===== config.mk =====
export PLATFORM = sky130hd
export DESIGN_NAME = psc_second
export DESIGN_NICKNAME = d
export VERILOG_FILES = /design/src/pressure_sensor_compensation_top_defines.svh /design/src/psc_pkg.sv /design/src/psc_second.sv
export SDC_FILE = /design/constraint.sdc
export NUM_CORES = 2
export LEC_CHECK = 0
export ABC_AREA = 1
export BUFFER_PORTS_ARGS = -buffer_cell sky130_fd_sc_hd__buf_2
export CAP_MARGIN = 20
export CORE_MARGIN = 2
export CORE_UTILIZATION = 47
export DETAILED_ROUTE_END_ITERATION = 8
export HOLD_SLACK_MARGIN = 0.02
export MAX_ROUTING_LAYER = met4
export PLACE_DENSITY = 0.74
export SLEW_MARGIN = 40
export SYNTH_ARGS = -nofsm -noshare
export SYNTH_HDL_FRONTEND = slang
export SYNTH_SLANG_ARGS = --single-unit

===== constraint.sdc =====
create_clock -name clk -period 13.8 [get_ports clk]
set_clock_uncertainty 0.15 [all_clocks]
set_input_delay 2.76 -clock clk [delete_from_list [all_inputs] [get_ports clk]]
set_output_delay 2.76 -clock clk [all_outputs]
set_load 0.01 [all_outputs]

===== src/pressure_sensor_compensation_top_defines.svh =====
// Assertion macros for the pressure sensor compensation block.
// Included by the top level; no other dependencies.
`ifndef PRESSURE_SENSOR_COMPENSATION_TOP_DEFINES_SVH
`define PRESSURE_SENSOR_COMPENSATION_TOP_DEFINES_SVH

// Same-cycle implication, disabled during reset.
`define PSC_ASSERT_IMPL(lbl, clk, rst, ante, cons, msg) \
  lbl: assert property (@(posedge clk) disable iff (rst) (ante) |-> (cons)) else $error(msg);

// Next-cycle implication, disabled during reset.
`define PSC_ASSERT_NEXT(lbl, clk, rst, ante, cons, msg) \
  lbl: assert property (@(posedge clk) disable iff (rst) (ante) |=> (cons)) else $error(msg);

`endif


===== src/psc_pkg.sv =====
// Shared types, constants and helpers for the pressure sensor compensation block.
// No dependencies; the module files refer to it by scoped names.
package psc_pkg;

  // Configuration register indexes
  typedef enum logic [2:0] {
    REG_SENS      = 3'd0,
    REG_OFFSET    = 3'd1,
    REG_SENS_TC   = 3'd2,
    REG_OFFSET_TC = 3'd3,
    REG_TREF      = 3'd4,
    REG_TEMP_TC   = 3'd5,
    REG_MODEL     = 3'd6
  } cfg_reg_e;

  localparam int CFG_IDX_W  = 3;
  localparam int CFG_DATA_W = 16;

  localparam logic [23:0]        RAW_P_MIN   = 24'd2000000;
  localparam logic [23:0]        RAW_T_MIN   = 24'd3000000;
  localparam logic signed [19:0] TEMP_REF    = 20'sd2000;
  localparam logic signed [19:0] VCOLD_SHIFT = 20'sd1500;
  localparam logic signed [19:0] VCOLD_LIM   = -20'sd1599;
  localparam logic signed [19:0] TEMP_LO     = -20'sd1000;
  localparam logic signed [19:0] TEMP_HI     = 20'sd6000;
  localparam logic signed [19:0] TEMP_SAT_HI = 20'sd131071;
  localparam logic signed [19:0] TEMP_SAT_LO = -20'sd131072;
  localparam logic signed [47:0] PMIN_M0     = 48'sd1000;
  localparam logic signed [47:0] PMIN_M1     = 48'sd10000;
  localparam logic signed [47:0] P_SAT_HI    = 48'sd2147483647;
  localparam logic signed [47:0] P_SAT_LO    = -48'sd2147483648;

  typedef struct packed {
    logic [15:0] sensitivity_coeff;
    logic [15:0] offset_coeff;
    logic [15:0] sens_temp_coeff;
    logic [15:0] offset_temp_coeff;
    logic [15:0] reference_temp_coeff;
    logic [15:0] temp_slope_coeff;
    logic        model_select;
  } cfg_t;

  typedef struct packed {
    logic [23:0] pressure_raw;
    logic [23:0] temperature_raw;
  } sample_t;

  // First-order results
  typedef struct packed {
    logic [23:0]        d1;
    logic               raw_bad;
    logic signed [39:0] sens1;
    logic signed [39:0] off1;
    logic signed [19:0] temp1;
    logic signed [17:0] dev;
    logic               cold;
    logic               vcold;
    logic [16:0]        ti;
  } first_t;

  // Second-order corrected terms
  typedef struct packed {
    logic [23:0]        d1;
    logic               raw_bad;
    logic signed [39:0] sens;
    logic signed [39:0] off;
    logic signed [17:0] temp_sat;
    logic               temp_bad;
  } corr_t;

  typedef struct packed {
    logic signed [17:0] temperature_centi;
    logic signed [31:0] pressure_scaled;
    logic               raw_anomaly;
    logic               range_anomaly;
  } result_t;

  // Arithmetic right shift that rounds toward zero
  function automatic logic signed [63:0] shr_trunc(input logic signed [63:0] x,
                                                   input logic [5:0] sh);
    logic signed [63:0] bias;
    bias = x[63] ? ((64'sd1 <<< sh) - 64'sd1) : 64'sd0;
    return (x + bias) >>> sh;
  endfunction

endpackage


===== src/psc_second.sv =====
// Second-order corrections: squares of the deviation, correction terms, final temperature.
// Two register stages; uses psc_pkg types.
module psc_second (
  input  logic            clk,
  input  logic            rst,
  input  psc_pkg::cfg_t   cfg,
  input  logic            in_valid,
  output logic            in_ready,
  input  psc_pkg::first_t in_data,
  output logic            out_valid,
  input  logic            out_ready,
  output psc_pkg::corr_t  out_data
);

  logic [1:0] vld;
  logic [1:0] adv;

  logic signed [35:0] dd;
  logic signed [19:0] e_in;
  logic signed [39:0] ee;

  // stage 0
  logic [23:0]        d1_0;
  logic               raw_0;
  logic signed [39:0] sens1_0;
  logic signed [39:0] off1_0;
  logic signed [19:0] tfin_0;
  logic               cold_0;
  logic               vcold_0;
  logic [34:0]        dev2_0;
  logic [34:0]        e2_0;

  // stage 1 logic
  logic [39:0]        d;
  logic [39:0]        e2x;
  logic [39:0]        offi;
  logic [39:0]        sensi;
  psc_pkg::corr_t     corr_next;

  assign adv[1]    = !vld[1] || out_ready;
  assign adv[0]    = !vld[0] || adv[1];
  assign in_ready  = adv[0];
  assign out_valid = vld[1];

  always_ff @(posedge clk) begin
    if (rst) begin
      vld <= '0;
    end else begin
      if (adv[0]) vld[0] <= in_valid;
      if (adv[1]) vld[1] <= vld[0];
    end
  end

  assign dd   = in_data.dev * in_data.dev;
  assign e_in = in_data.temp1 + psc_pkg::VCOLD_SHIFT;
  assign ee   = e_in * e_in;

  always_ff @(posedge clk) begin
    if (adv[0]) begin
      d1_0    <= in_data.d1;
      raw_0   <= in_data.raw_bad;
      sens1_0 <= in_data.sens1;
      off1_0  <= in_data.off1;
      tfin_0  <= in_data.temp1 - $signed({3'b000, in_data.ti});
      cold_0  <= in_data.cold;
      vcold_0 <= in_data.vcold;
      dev2_0  <= dd[34:0];
      e2_0    <= ee[34:0];
    end
  end

  always_comb begin
    d   = 40'(dev2_0);
    e2x = 40'(e2_0);
    if (cfg.model_select) begin
      offi  = cold_0 ? (((d << 5) - d) >> 3) : 40'd0;
      sensi = cold_0 ? (((d << 6) - d) >> 5) : 40'd0;
    end else if (cold_0) begin
      offi  = (((d << 1) + d) >> 1) + (vcold_0 ? ((e2x << 3) - e2x) : 40'd0);
      sensi = (((d << 2) + d) >> 3) + (vcold_0 ? (e2x << 2) : 40'd0);
    end else begin
      offi  = d >> 4;
      sensi = 40'd0;
    end

    corr_next.d1       = d1_0;
    corr_next.raw_bad  = raw_0;
    corr_next.sens     = sens1_0 - $signed(sensi);
    corr_next.off      = off1_0 - $signed(offi);
    corr_next.temp_bad = (tfin_0 < psc_pkg::TEMP_LO) || (tfin_0 > psc_pkg::TEMP_HI);
    if (tfin_0 > psc_pkg::TEMP_SAT_HI) begin
      corr_next.temp_sat = 18'sh1FFFF;
    end else if (tfin_0 < psc_pkg::TEMP_SAT_LO) begin
      corr_next.temp_sat = 18'sh20000;
    end else begin
      corr_next.temp_sat = tfin_0[17:0];
    end
  end

  always_ff @(posedge clk) begin
    if (adv[1]) out_data <= corr_next;
  end

endmodule


## Word-level counts from Yosys, hierarchy flattened

Index checks and enable logic that the tools add are counted.

| word-level totals | value |
|---|---|
| register bits | 323 |
| latch bits | 0 |
| bits in writable memories | 0 |
| bits in read-only memories | 0 |
| input bits | 263 |
| output and inout bits | 126 |
| word-level logic and storage cells | 48 |
| memories kept | 0 |

| cells by class | value |
|---|---|
| $add $sub $neg | 11 |
| $mul | 2 |
| div/mod/pow operators | 0 |
| $lt $le $gt $ge | 4 |
| equal/unequal tests | 0 |
| shifts and indexed selects | 0 |
| muxes and demuxes | 9 |
| bitwise operators | 0 |
| reductions and logical operators | 5 |

Operator list:

| cell | count |
|---|---|
| $mux 40 | 3 |
| $sub 40x35->40 | 2 |
| $sub 40x40->40 | 2 |
| $mux 38 | 2 |
| $mux 37 | 2 |
| $add 36x40->40 | 1 |
| $sub 38x35->39 | 1 |
| $add 35x37->38 | 1 |
| $add 37x35->38 | 1 |
| $add 36x35->37 | 1 |
| $mul 18x18->35 | 1 |
| $mul 20x20->35 | 1 |
| $mux 35 | 1 |
| $add 20x12->20 const B | 1 |
| $gt 20x14->1 const B | 1 |
| $gt 20x18->1 const B | 1 |
| $lt 20x11->1 const B | 1 |
| $lt 20x18->1 const B | 1 |
| $sub 20x18->20 | 1 |
| $mux 18 | 1 |
| $logic_or 1x1->1 | 3 |
| $logic_not 1->1 | 2 |

## Longest topological paths before layout

| depth | value |
|---|---|
| word-level depth | 6 |
| gate-level depth with buffers | 40 |
| gate-level depth less buffers | 40 |

## Worst setup path before layout

OpenSTA, ideal clock, no wires.

| path | value |
|---|---|
| path type | in2out |
| from | input port out_ready |
| to | output port in_ready |
| arrival time | 7.309 ns |
| required time | 10.890 ns |
| slack | 3.581 ns |
| stages | 2 |
| buffers on the path | 0 |
| path through | inv_1 nand3_1 |

| on the way | value |
|---|---|
| cells in the longest elaborated chain, start to end | 2 |

RTL lines:

| element | RTL line | source |
|---|---|---|
| from (decl) | psc_second.sv:11 | `input logic out_ready,` |
| $logic_or 1x1->1 | psc_second.sv:40 | `assign adv[1] = !vld[1] \|\| out_ready;` |
| $logic_or 1x1->1 | psc_second.sv:41 | `assign adv[0] = !vld[0] \|\| adv[1];` |
| to (decl) | psc_second.sv:8 | `output logic in_ready,` |

No other way between the ends.

## Final worst setup path

| path | value |
|---|---|
| from | input port in_data[39] (netlist name) |
| to | register e2_0[33] (data pin) |

| on the way | value |
|---|---|
| cells in the longest elaborated chain, start to end | 2 |

RTL lines:

| element | RTL line | source |
|---|---|---|
| from (decl) | psc_second.sv:9 | `input psc_pkg::first_t in_data,` |
| $add 20x12->20 | psc_second.sv:55 | `assign e_in = in_data.temp1 + psc_pkg::VCOLD_SHIFT;` |
| $mul 20x20->35 | psc_second.sv:56 | `assign ee = e_in * e_in;` |
| named net ee[33] | psc_second.sv:20 | `logic signed [39:0] ee;` |
| to (signal assigned) | psc_second.sv:68 | `e2_0 <= ee[34:0];` |
| to (decl) | psc_second.sv:31 | `logic [34:0] e2_0;` |

The timed path passes the listed nets, and every way through them passes these cells.
A chain may end at the register's enable or synchronous reset.

==> impl_metrics.tcl <==
set metrics [dict create \
    cts_setup_buffers 0 \
    finalWirelength_um 178000 \
    r2r_end "out_data[58]$_DFFE_PP_" \
    fin_util_pct 51.6 \
    crit_fanout 19 \
    portBuffers 292 \
    path_class "input port to register" \
    slowest_delay_ns 0.73 \
    crit_family "adder cells" \
    routedWlPerCell_um 20.1 \
    syn-cell-area_um2 54500 \
    synth_flop_cell "edfxtp_1" \
    cts_buffers 38 \
    grt_start_max_net_pins 74 \
    worstSetupStartpointType "input port" \
    cap_viol_max_count 0 \
    final.setup.tns_ns 0 \
    setup_viol 0 \
    cts_max_path_buffers 3 \
    hold_path.class "register to register" \
    place_hpwl_um 150000 \
    start_util_pct 47.6 \
    htreeDepth 2 \
    required_ns 13.98 \
    cp_slowest_cell "clkinv_1" \
    ant_nets 0 \
    ys_ff_latch 321 \
    firstDrtPassIters 6 \
    rsz0062_at_grt "false" \
    place_inst 8804 \
    syn_inst 7068 \
    die_h_um 345 \
    yosysWarnings 0 \
    ff2ff_path_depth 37 \
    drt_iter0_drc 4163 \
    timing.fmax_mhz 87.5 \
    cts_resized 0 \
    period_minus_slack_ns 11.43 \
    stdcell_area_um2 59100 \
    die_width_um 345 \
    ys_seq_area_share_pct 17.6 \
    tightest_slew_ns 0.940 \
    synth-edff-count 319 \
    grt_pass1_vias 48600 \
    cp.arrival_ns 11.61 \
    post_route_cells_drive_above_1_share_pct 5.98 \
    worst_slew_margin_rel_pct 36.7 \
    antenna_found_initial 2 \
    place.gp.congestion 1.02 \
    grt_pass1_wl_um 275000 \
    postCtsHoldBufs 0 \
    crit_path_end_kind "register" \
    nFillCells 11100 \
    finalCritPeriodShare_pct 82.9 \
    worstHoldEndpoint "out_data[109]$_DFFE_PP_" \
    drc 0 \
    syn_area_per_cell_um2 7.71 \
    clk_latency_ns 0.60 \
    hold_viol_final 0 \
    holdPathStages 0 \
    hp-start "d1_0[9]$_DFFE_PP_" \
    slew_violations 0 \
    r2r-start "dev2_0[4]$_DFFE_PP_" \
    syn-num-nets 8492 \
    grt_usage_pct 31.1 \
    synth_cell_types 61 \
    io_pins 389 \
    core.rowCount 124 \
    async_flop_share_pct 0 \
    dpl_cell_area_um2 57800 \
    worst_path_most_repeated_cell "fa_1" \
    grt-ovfl-total 0 \
    layout.nets 8756 \
    numClockSinks 321 \
    die-area_um2 119000 \
    vias 48500 \
    r2r_slack_ns 6.08 \
    clk_pin_slew_worst_paths_ns 0.06 \
    worst-path-buf-inv 9 \
    cts_tree "done" \
    area_delta_synth_final_pct 8.46 \
    cts-root-buf "clkbuf_16" \
    viasPerCell 5.47 \
    core_area_um2 115000 \
    status "complete, no violations" \
    final_cells 8876 \
]
==> worst max-delay path by stage <==
stage | startpoint | to | slack, ns | depth (start not counted)
global route | in_data[39] | e2_0[33]$_DFFE_PP_ | 1.89 | 33
detailed placement | in_data[39] | e2_0[34]$_DFFE_PP_ | 1.85 | 33
finish | in_data[39] | e2_0[33]$_DFFE_PP_ | 2.37 | 31
floorplan | out_ready | in_ready | 3.58 | 2
global placement | in_data[39] | e2_0[34]$_DFFE_PP_ | 2.02 | 33
CTS | in_data[39] | e2_0[34]$_DFFE_PP_ | 2.47 | 34
==> Yosys cell counts (49+ instances only) <==
cell,number,area share (%)
a21o_1,65,0.89
a21oi_1,576,5.3
a31oi_1,81,0.93
clkbuf_1,80,0.55
edfxtp_1,319,18
fa_1,641,24
ha_1,520,12
inv_1,1562,11
nand2_1,1268,8.7
nand3_1,217,2.0
nand4_1,49,0.56
nor2_1,636,4.4
nor3_1,66,0.61
o21ai_0,394,3.6
xnor2_1,124,2.0
xor2_1,164,2.6
==> worst register-to-register path, delay by kind of cell, from the launching register on <==
family          cells  cell delay [ns]
compound gates      9             1.85
xor+xnor            2             0.72
fa+ha+maj           3             1.40
buf+inv             5             0.77
flops               1             0.32
simple gates       18             2.25
==> layer usage <==
layer  GRT usage [%]  part of all wire (%)  vias to the layer above
met2            50.3                    47                     1829
met5               -                     0                        -
met4            9.69                   3.4                        0
met3            3.68                   7.2                      302
met1            40.8                    42                    23300
li1                -                     -                    23100
==> cells by family (layout without fill, tap and decap cells) <==
group | Yosys count | after routing | share of synthesized area, %
adder cells (fa/ha/maj) | 1161 | 1161 | 35.5
other | 1 | 3 | 0.00688
buffers and inverters | 1676 | 1970 | 11.6
AO/OA/AOI/OAI | 1293 | 1293 | 13.2
AND/OR/NAND/NOR | 2326 | 2326 | 17.4
flip-flops | 321 | 321 | 17.6
XOR/XNOR | 290 | 290 | 4.69
==> cell usage in the layout, fill, tap and decap left out, types with 124 or more instances in the layout <==
master,synthesis,routed
fa_1,641,641
nand2_1,1268,1266
edfxtp_1,319,319
a21oi_1,576,575
ha_1,520,519
o21ai_0,394,392
nand3_1,217,216
inv_1,1562,1560
xor2_1,164,163
buf_2,8,292
xnor2_1,124,124
nor2_1,636,636
==> cell type report <==
type                       instances  area, µm²  share of cell area, %
timing repair buffer             326       1770                   2.99
inverter                        1574       5910                   10.0
tap                             1512       1890                   3.20
antenna                            2       5.00                0.00846
sequential                       321       9620                   16.3
clock buffer                      44        973                   1.65
multi-input combinational       5071      38600                   65.3
clock inverter                    26        338                  0.571
==> sequential cells by signal, indices dropped and copies added, names as in the netlist <==
| signal | count |
|---|---|
| out_data | 124 |
| off1_0 | 40 |
| sens1_0 | 40 |
| dev2_0 | 34 |
| e2_0 | 34 |
| d1_0 | 24 |
| tfin_0 | 20 |
| vld | 2 |
| cold_0 | 1 |
| raw_0 | 1 |
| vcold_0 | 1 |
==> per-stage QoR <==
| step | hold WS [ns] | worst slack, ns |
|---|---|---|
| after floorplan | 0.250 | 3.58 |
| final | 0.261 | 2.37 |
| after detailed placement | 0.255 | 1.85 |
| after global routing | 0.272 | 1.89 |
| after global placement | 0.250 | 2.02 |
| after CTS | 0.267 | 2.47 |
Power is not shown: default switching activity piles up to over one toggle a cycle in this logic, so the estimate is an artifact.
