**src/pressure_sensor_compensation_top_defines.svh**
```systemverilog
// Assertion macros for the pressure sensor compensation block.
// Included by the top level; no other dependencies.
`ifndef PRESSURE_SENSOR_COMPENSATION_TOP_DEFINES_SVH
`define PRESSURE_SENSOR_COMPENSATION_TOP_DEFINES_SVH

// Same-cycle implication, disabled during reset.
`define PSC_ASSERT_IMPL(lbl, clk, rst, ante, cons, msg) \
  lbl: assert property (@(posedge clk) disable iff (rst) (ante) |-> (cons)) else $error(msg);

// Next-cycle implication, disabled during reset.
`define PSC_ASSERT_NEXT(lbl, clk, rst, ante, cons, msg) \
  lbl: assert property (@(posedge clk) disable iff (rst) (ante) |=> (cons)) else $error(msg);

`endif

```
**src/psc_pkg.sv**
```systemverilog
// Shared types, constants and helpers for the pressure sensor compensation block.
// No dependencies; the module files refer to it by scoped names.
package psc_pkg;

  // Configuration register indexes
  typedef enum logic [2:0] {
    REG_SENS      = 3'd0,
    REG_OFFSET    = 3'd1,
    REG_SENS_TC   = 3'd2,
    REG_OFFSET_TC = 3'd3,
    REG_TREF      = 3'd4,
    REG_TEMP_TC   = 3'd5,
    REG_MODEL     = 3'd6
  } cfg_reg_e;

  localparam int CFG_IDX_W  = 3;
  localparam int CFG_DATA_W = 16;

  localparam logic [23:0]        RAW_P_MIN   = 24'd2000000;
  localparam logic [23:0]        RAW_T_MIN   = 24'd3000000;
  localparam logic signed [19:0] TEMP_REF    = 20'sd2000;
  localparam logic signed [19:0] VCOLD_SHIFT = 20'sd1500;
  localparam logic signed [19:0] VCOLD_LIM   = -20'sd1599;
  localparam logic signed [19:0] TEMP_LO     = -20'sd1000;
  localparam logic signed [19:0] TEMP_HI     = 20'sd6000;
  localparam logic signed [19:0] TEMP_SAT_HI = 20'sd131071;
  localparam logic signed [19:0] TEMP_SAT_LO = -20'sd131072;
  localparam logic signed [47:0] PMIN_M0     = 48'sd1000;
  localparam logic signed [47:0] PMIN_M1     = 48'sd10000;
  localparam logic signed [47:0] P_SAT_HI    = 48'sd2147483647;
  localparam logic signed [47:0] P_SAT_LO    = -48'sd2147483648;

  typedef struct packed {
    logic [15:0] sensitivity_coeff;
    logic [15:0] offset_coeff;
    logic [15:0] sens_temp_coeff;
    logic [15:0] offset_temp_coeff;
    logic [15:0] reference_temp_coeff;
    logic [15:0] temp_slope_coeff;
    logic        model_select;
  } cfg_t;

  typedef struct packed {
    logic [23:0] pressure_raw;
    logic [23:0] temperature_raw;
  } sample_t;

  // First-order results
  typedef struct packed {
    logic [23:0]        d1;
    logic               raw_bad;
    logic signed [39:0] sens1;
    logic signed [39:0] off1;
    logic signed [19:0] temp1;
    logic signed [17:0] dev;
    logic               cold;
    logic               vcold;
    logic [16:0]        ti;
  } first_t;

  // Second-order corrected terms
  typedef struct packed {
    logic [23:0]        d1;
    logic               raw_bad;
    logic signed [39:0] sens;
    logic signed [39:0] off;
    logic signed [17:0] temp_sat;
    logic               temp_bad;
  } corr_t;

  typedef struct packed {
    logic signed [17:0] temperature_centi;
    logic signed [31:0] pressure_scaled;
    logic               raw_anomaly;
    logic               range_anomaly;
  } result_t;

  // Arithmetic right shift that rounds toward zero
  function automatic logic signed [63:0] shr_trunc(input logic signed [63:0] x,
                                                   input logic [5:0] sh);
    logic signed [63:0] bias;
    bias = x[63] ? ((64'sd1 <<< sh) - 64'sd1) : 64'sd0;
    return (x + bias) >>> sh;
  endfunction

endpackage

```
**src/psc_press.sv**
```systemverilog
// Pressure path: split product of D1 and SENS, scaling, offset, range check, saturation.
// Six register stages, the last one is the output register; uses psc_pkg types.
module psc_press (
  input  logic             clk,
  input  logic             rst,
  input  psc_pkg::cfg_t    cfg,
  input  logic             in_valid,
  output logic             in_ready,
  input  psc_pkg::corr_t   in_data,
  output logic             out_valid,
  input  logic             out_ready,
  output psc_pkg::result_t out_data
);

  typedef struct packed {
    logic signed [17:0] temp_sat;
    logic               temp_bad;
    logic               raw_bad;
  } side_t;

  logic [5:0] vld;
  logic [5:0] adv;

  side_t side_in;
  side_t side_0, side_1, side_2, side_3, side_4;

  logic [43:0]        pp_lo_0;
  logic signed [44:0] pp_hi_0;
  logic signed [39:0] off_0, off_1, off_2;
  logic signed [63:0] prod_1;
  logic signed [63:0] quot_full;
  logic signed [47:0] quot_2;
  logic signed [47:0] p_3;
  logic signed [63:0] pq_full;
  logic signed [47:0] pq_4;
  logic signed [47:0] pmin;
  psc_pkg::result_t   result_next;

  assign adv[5]    = !vld[5] || out_ready;
  assign adv[4]    = !vld[4] || adv[5];
  assign adv[3]    = !vld[3] || adv[4];
  assign adv[2]    = !vld[2] || adv[3];
  assign adv[1]    = !vld[1] || adv[2];
  assign adv[0]    = !vld[0] || adv[1];
  assign in_ready  = adv[0];
  assign out_valid = vld[5];

  always_ff @(posedge clk) begin
    if (rst) begin
      vld <= '0;
    end else begin
      if (adv[0]) vld[0] <= in_valid;
      if (adv[1]) vld[1] <= vld[0];
      if (adv[2]) vld[2] <= vld[1];
      if (adv[3]) vld[3] <= vld[2];
      if (adv[4]) vld[4] <= vld[3];
      if (adv[5]) vld[5] <= vld[4];
    end
  end

  assign side_in.temp_sat = in_data.temp_sat;
  assign side_in.temp_bad = in_data.temp_bad;
  assign side_in.raw_bad  = in_data.raw_bad;

  // Split SENS into a low unsigned half and a high signed half
  always_ff @(posedge clk) begin
    if (adv[0]) begin
      pp_lo_0 <= in_data.d1 * in_data.sens[19:0];
      pp_hi_0 <= $signed({1'b0, in_data.d1}) * $signed(in_data.sens[39:20]);
      off_0   <= in_data.off;
      side_0  <= side_in;
    end
  end

  always_ff @(posedge clk) begin
    if (adv[1]) begin
      prod_1 <= (64'(pp_hi_0) <<< 20) + $signed({20'h00000, pp_lo_0});
      off_1  <= off_0;
      side_1 <= side_0;
    end
  end

  assign quot_full = psc_pkg::shr_trunc(prod_1, 6'd21);

  always_ff @(posedge clk) begin
    if (adv[2]) begin
      quot_2 <= quot_full[47:0];
      off_2  <= off_1;
      side_2 <= side_1;
    end
  end

  always_ff @(posedge clk) begin
    if (adv[3]) begin
      p_3    <= quot_2 - 48'(off_2);
      side_3 <= side_2;
    end
  end

  assign pq_full = psc_pkg::shr_trunc(64'(p_3), cfg.model_select ? 6'd15 : 6'd13);

  always_ff @(posedge clk) begin
    if (adv[4]) begin
      pq_4   <= pq_full[47:0];
      side_4 <= side_3;
    end
  end

  always_comb begin
    pmin = cfg.model_select ? psc_pkg::PMIN_M1 : psc_pkg::PMIN_M0;
    result_next.temperature_centi = side_4.temp_sat;
    result_next.raw_anomaly       = side_4.raw_bad;
    result_next.range_anomaly     = side_4.temp_bad || (pq_4 < pmin);
    if (pq_4 > psc_pkg::P_SAT_HI) begin
      result_next.pressure_scaled = 32'sh7FFFFFFF;
    end else if (pq_4 < psc_pkg::P_SAT_LO) begin
      result_next.pressure_scaled = 32'sh80000000;
    end else begin
      result_next.pressure_scaled = pq_4[31:0];
    end
  end

  always_ff @(posedge clk) begin
    if (adv[5]) out_data <= result_next;
  end

endmodule

```
**config.mk**
```make
export PLATFORM = sky130hd
export DESIGN_NAME = psc_press
export DESIGN_NICKNAME = d
export VERILOG_FILES = /design/src/pressure_sensor_compensation_top_defines.svh /design/src/psc_pkg.sv /design/src/psc_press.sv
export SDC_FILE = /design/constraint.sdc
export NUM_CORES = 2
export LEC_CHECK = 0
export ABC_AREA = 1
export BUFFER_PORTS_ARGS = -buffer_cell sky130_fd_sc_hd__buf_2
export CAP_MARGIN = 30
export CORE_ASPECT_RATIO = 1.5
export CORE_MARGIN = 1.5
export CORE_UTILIZATION = 50
export DETAILED_ROUTE_END_ITERATION = 8
export GPL_ROUTABILITY_DRIVEN = 1
export PLACE_DENSITY = 0.64
export SYNTH_ARGS = -nofsm -noshare
export SYNTH_HDL_FRONTEND = slang
export SYNTH_SLANG_ARGS = --single-unit
```
**constraint.sdc**
```tcl
create_clock -name clk -period 12.4 [get_ports clk]
set_input_delay 1.24 -clock clk [delete_from_list [all_inputs] [get_ports clk]]
set_output_delay 1.24 -clock clk [all_outputs]
set_load 0.01 [all_outputs]
```
======== After elaboration in Yosys (flattened, before gate mapping) ========
Index checks and enable logic that the tools add are counted.
storage, ports and cells
  register bits after elaboration ......... 565
  bits of input ports ..................... 225
  output and inout port bits .............. 54
  logic and storage cells ................. 64
operators by class
  add/sub/neg operators ................... 5
  $mul .................................... 2
  order comparisons ....................... 3
  shifts and indexed selects .............. 2
  muxes and demuxes ....................... 5
  reductions and logical operators ........ 13
operators with widths
  operator                                                                           number
  44-bit by 64-bit adder with 64-bit output                                          1
  64-bit by 22-bit adder with 64-bit output                                          1
  64-bit by 45-bit adder with 64-bit output                                          1
  64-bit 2-to-1 mux                                                                  1
  2-bit by 4-bit <<< shifter with 64-bit output, first input constant                1
  64-bit by 4-bit >>> shifter with 48-bit output                                     1
  64-bit by 2-bit subtractor with 64-bit output, second input constant               1
  48-bit by 32-bit greater-than comparator with 1-bit output, second input constant  1
  48-bit by 15-bit < comparator with 1-bit output                                    1
  48-bit by 32-bit < comparator with 1-bit output, second input constant             1
  24-bit by 20-bit multiplier with 44-bit output                                     1
  25-bit by 20-bit multiplier with 44-bit output                                     1
  43-bit by 40-bit subtractor with 44-bit output                                     1
  32-bit 2-to-1 mux                                                                  1
  21-bit 2-to-1 mux                                                                  1
  14-bit 2-to-1 mux                                                                  1
  1-bit logical OR                                                                   7
  1-bit zero test                                                                    6
  2-bit 2-to-1 mux                                                                   1

======== Logic depth before layout (Yosys ltp) ========
  depth in word-level cells ............... 7
  depth in mapped cells ................... 29
  gate-level depth less buffers ........... 28

======== Least setup slack after synthesis ========
Ideal clock, no wire load.
  path type ............................... input -> output
  from .................................... in out_ready
  to ...................................... out in_ready
  arrival ................................. 9.768 ns
  required time ........................... 11.160 ns
  setup slack ............................. 1.392 ns
  stages .................................. 8
  path buffers ............................ 0
  path through ............................ nor2_1 inv_1 nor2_1 inv_1 nor2_1 nand2_1 nor2_1 nand2_1
between the ends
  cells in the longest elaborated chain, start to end .. 6
ends and longest elaborated chain
  item              RTL line         text
  start, declared   psc_press.sv:11  input logic out_ready,
  1-bit logical OR  psc_press.sv:39  assign adv[5] = !vld[5] || out_ready;
  named net adv[5]  psc_press.sv:22  logic [5:0] adv;
  1-bit logical OR  psc_press.sv:40  assign adv[4] = !vld[4] || adv[5];
  named net adv[4]  psc_press.sv:22
  1-bit logical OR  psc_press.sv:41  assign adv[3] = !vld[3] || adv[4];
  1-bit logical OR  psc_press.sv:42  assign adv[2] = !vld[2] || adv[3];
  named net adv[2]  psc_press.sv:22
  1-bit logical OR  psc_press.sv:43  assign adv[1] = !vld[1] || adv[2];
  1-bit logical OR  psc_press.sv:44  assign adv[0] = !vld[0] || adv[1];
  end, declared     psc_press.sv:8   output logic in_ready,
The timed path passes the listed nets, and every way through them passes these cells.

======== Worst setup path after layout ========
  from .................................... in in_data[113] (netlist bit)
  to ...................................... reg pp_lo_0[41] (data pin)
between the ends
  cells in the longest elaborated chain, start to end .. 1
ends and longest elaborated chain
  item                                            RTL line         text
  start, declared                                 psc_press.sv:9   input psc_pkg::corr_t in_data,
  24-bit by 20-bit multiplier with 44-bit output  psc_press.sv:68  pp_lo_0 <= in_data.d1 * in_data.sens[19:0];
  end signal, assigned                            psc_press.sv:68
  end, declared                                   psc_press.sv:27  logic [43:0] pp_lo_0;
Every way passes these cells.
A chain may end at the register's enable or synchronous reset.

==> results.ini <==
[sta]
finalSetupTns_ns = 0
setup_ws_ns = 5.08
finalHoldViolCount = 0
slew_violations = 0
worstMarginPinSlew_ns = 0.965
min_period_ns = 7.32
fmax_ghz = 0.137
grt_setup_unrepaired = no
fin_crit_sh = 0.590
fin_skew_ns = 0.0362
max_slew_margin = 0.357
setup_viol = 0

[critical_path]
critPathRequiredTime_ns = 12.74
path_max_fanout = 40
cp-end-kind = flip-flop
path_class = in2reg
worstPathArrival_ns = 7.65
worstSetupStartpointType = input port

[die]
rows = 159
dieArea_um2 = 128000
initial_core_util = 0.503
die-width_um = 292
fp.dieH_um = 437
ios = 279
core_um2 = 125000

[grt]
grt-ovfl-total = 0
first_global_vias = 52527
antenna_found_initial = 3
grt_pass1_wl_um = 284000
grt_max_degree = 94
track_usage = 0.293

[clocking]
clk_pin_slew_ns = 0.07
cts_sinks = 565
post_cts_buffers = 0
cts_tree = yes
ctsHoldBuffers = 0
cts_buffers = 47
cts_resized = 0
cts_max_level = 2
root_buffer = clkbuf_16
clk_latency_ns = 0.62
cts_buffer_depth = 3

[detailed_routing]
drt-wirelength-per-cell_um = 19.2
vias = 49065
drt_iter0_markers = 2475
drcViolationCount = 0
dr.pass1.iters = 5
postRouteWirelength_um = 182000
ant_nets = 0
viasPerCell = 5.17

[yosys]
yosys.area.top_type = edfxtp_1
ys_seq_area_frac = 0.270
yosysWarnings = 0
synthFlopType = edfxtp_1
synth_seq_cells = 565
netlist_instances = 7765
synthesis.area_um2 = 62700
synth_edf_count = 559
async_flop_share = 0
synthDistinctLibCells = 45
synthTopCellsByArea = edfxtp_1 (27%), fa_1 (25%), nand2_1 (14%)
syn-num-nets = 9213
synth_top_area_frac = 0.268
synth_area_per_cell_um2 = 8.08

[finish]
num-fill-cells = 11902
multiInputGateArea_um2 = 37700
syn2layout_area_growth_pct = 6.61
final_common_cell = nand2_1
final_cell_mix = nand2_1 (2,346), inv_1 (1,958), fa_1 (787), edfxtp_1 (559), nor2_1 (437)
layout-drive-gt1-share = 0.0460
final_nets = 9287
regArea_um2 = 16900

[status]
status = finished clean

[place]
numPortBuffers = 182
dpl_worst_slack_ns = 4.52
dpl.hpwl_um = 146000
globalplace.congestion = 1.02

[worst_hold_path]
hold_class = reg2reg

[run]
cap_violations = 0

[routing by layer]
metal,global-route usage,wire [µm],vias up
li1,-,-,23430
met1,0.290,61100,23573
met2,0.564,97900,1479
met3,0.0267,8020,581
met4,0.208,15400,2
met5,0,13,-
[layout make-up]
cell class / instances / share of cell area
Multi-Input combinational cell: 5030 / 0.563
Sequential cell: 565 / 0.253
Inverter: 1978 / 0.111
Antenna cell: 2 / 0.0000749
Timing Repair Buffer: 217 / 0.0180
Tap cell: 1610 / 0.0301
Clock buffer: 53 / 0.0179
Clock inverter: 33 / 0.00661
[flip-flops by register name, summed over array words and instances (netlist names)]
name / flops
side_1: 20
side_2: 20
p_3: 44
side_0: 20
vld: 6
result_next: 19
quot_2: 43
out_data: 52
prod_1: 64
off_0: 40
off_1: 40
pq_4: 48
side_4: 1
off_2: 40
pp_hi_0: 44
pp_lo_0: 44
side_3: 20
[cell families after synthesis]
logic type	Yosys count	share of synthesized area
XOR/XNOR	107	0.0149
AND/OR/NAND/NOR	3304	0.213
flip-flops	565	0.270
AO/OA/AOI/OAI	396	0.0335
buffers and inverters	2170	0.130
adder cells (fa/ha/maj)	1223	0.338
[metrics by stage]
step | hold slack, ns | area, µm² | util | cells
5_1_grt | 0.396 | 66800 | 0.536 | 9486
4_1_cts | 0.388 | 66800 | 0.536 | 9486
3_5_place_dp | 0.405 | 65200 | 0.523 | 9400
6_report | 0.401 | 66900 | 0.536 | 9488
2_1_floorplan | 0.400 | 62700 | - | 7765
3_3_place_gp | 0.400 | 65200 | 0.522 | 9398
[cell usage after synthesis, types with 2 or more instances]
cell and number:
a31oi_1 8, o21ai_1 8, a21oi_1 241, fa_1 787
xnor2_1 28, buf_1 4, clkbuf_1 183, o211ai_1 3
and2_1 5, nor3_1 43, ha_1 436, buf_2 3
or2_1 2, nand3_1 315, dfxtp_1 6, nor2_2 2
nor4_1 9, nor3_2 7, edfxtp_1 559, o21a_1 8
nand3_2 5, o21ai_0 98, nor2_1 437, nor2_4 3
a21boi_0 2, or2_2 18, nand3b_1 24, nand2_2 6
o21bai_1 18, a21o_1 7, xor2_1 79, inv_1 1962
nor4_2 4, nand2_1 2348, inv_2 16, nand4_1 72
[path summary, 6_finish.rpt]
path / from / endpoint / slack (ns) / depth (start not counted)
max: in_data[113] / pp_lo_0[41]$_DFFE_PP_ / 5.08 / 25
min: off_1[30]$_DFFE_PP_ / off_2[30]$_DFFE_PP_ / 0.40 / 0
min reg2reg: off_1[30]$_DFFE_PP_ / off_2[30]$_DFFE_PP_ / 0.40 / 0
max reg2reg: vld[5]$_SDFFE_PP0P_ / off_1[18]$_DFFE_PP_ / 8.49 / 11
[critical path, cell delays in order]
cell and delay [ns]:
buf_2 0.08, buf_4 0.58, nand2_1 0.17, fa_1 0.57, inv_1 0.05, fa_1 0.54
inv_1 0.06, fa_1 0.49, inv_1 0.05, fa_1 0.47, fa_1 0.52, fa_1 0.56
inv_1 0.07, fa_1 0.53, inv_1 0.04, ha_1 0.38, nand2_1 0.12, nor2_1 0.32
nand2_1 0.12, nor2_1 0.12, nand2_1 0.06, nand3_1 0.23, nand2_1 0.11, nand3_1 0.08
nand2_1 0.07
Power is not shown: default switching activity piles up to over one toggle a cycle in this logic, so the estimate is an artifact.
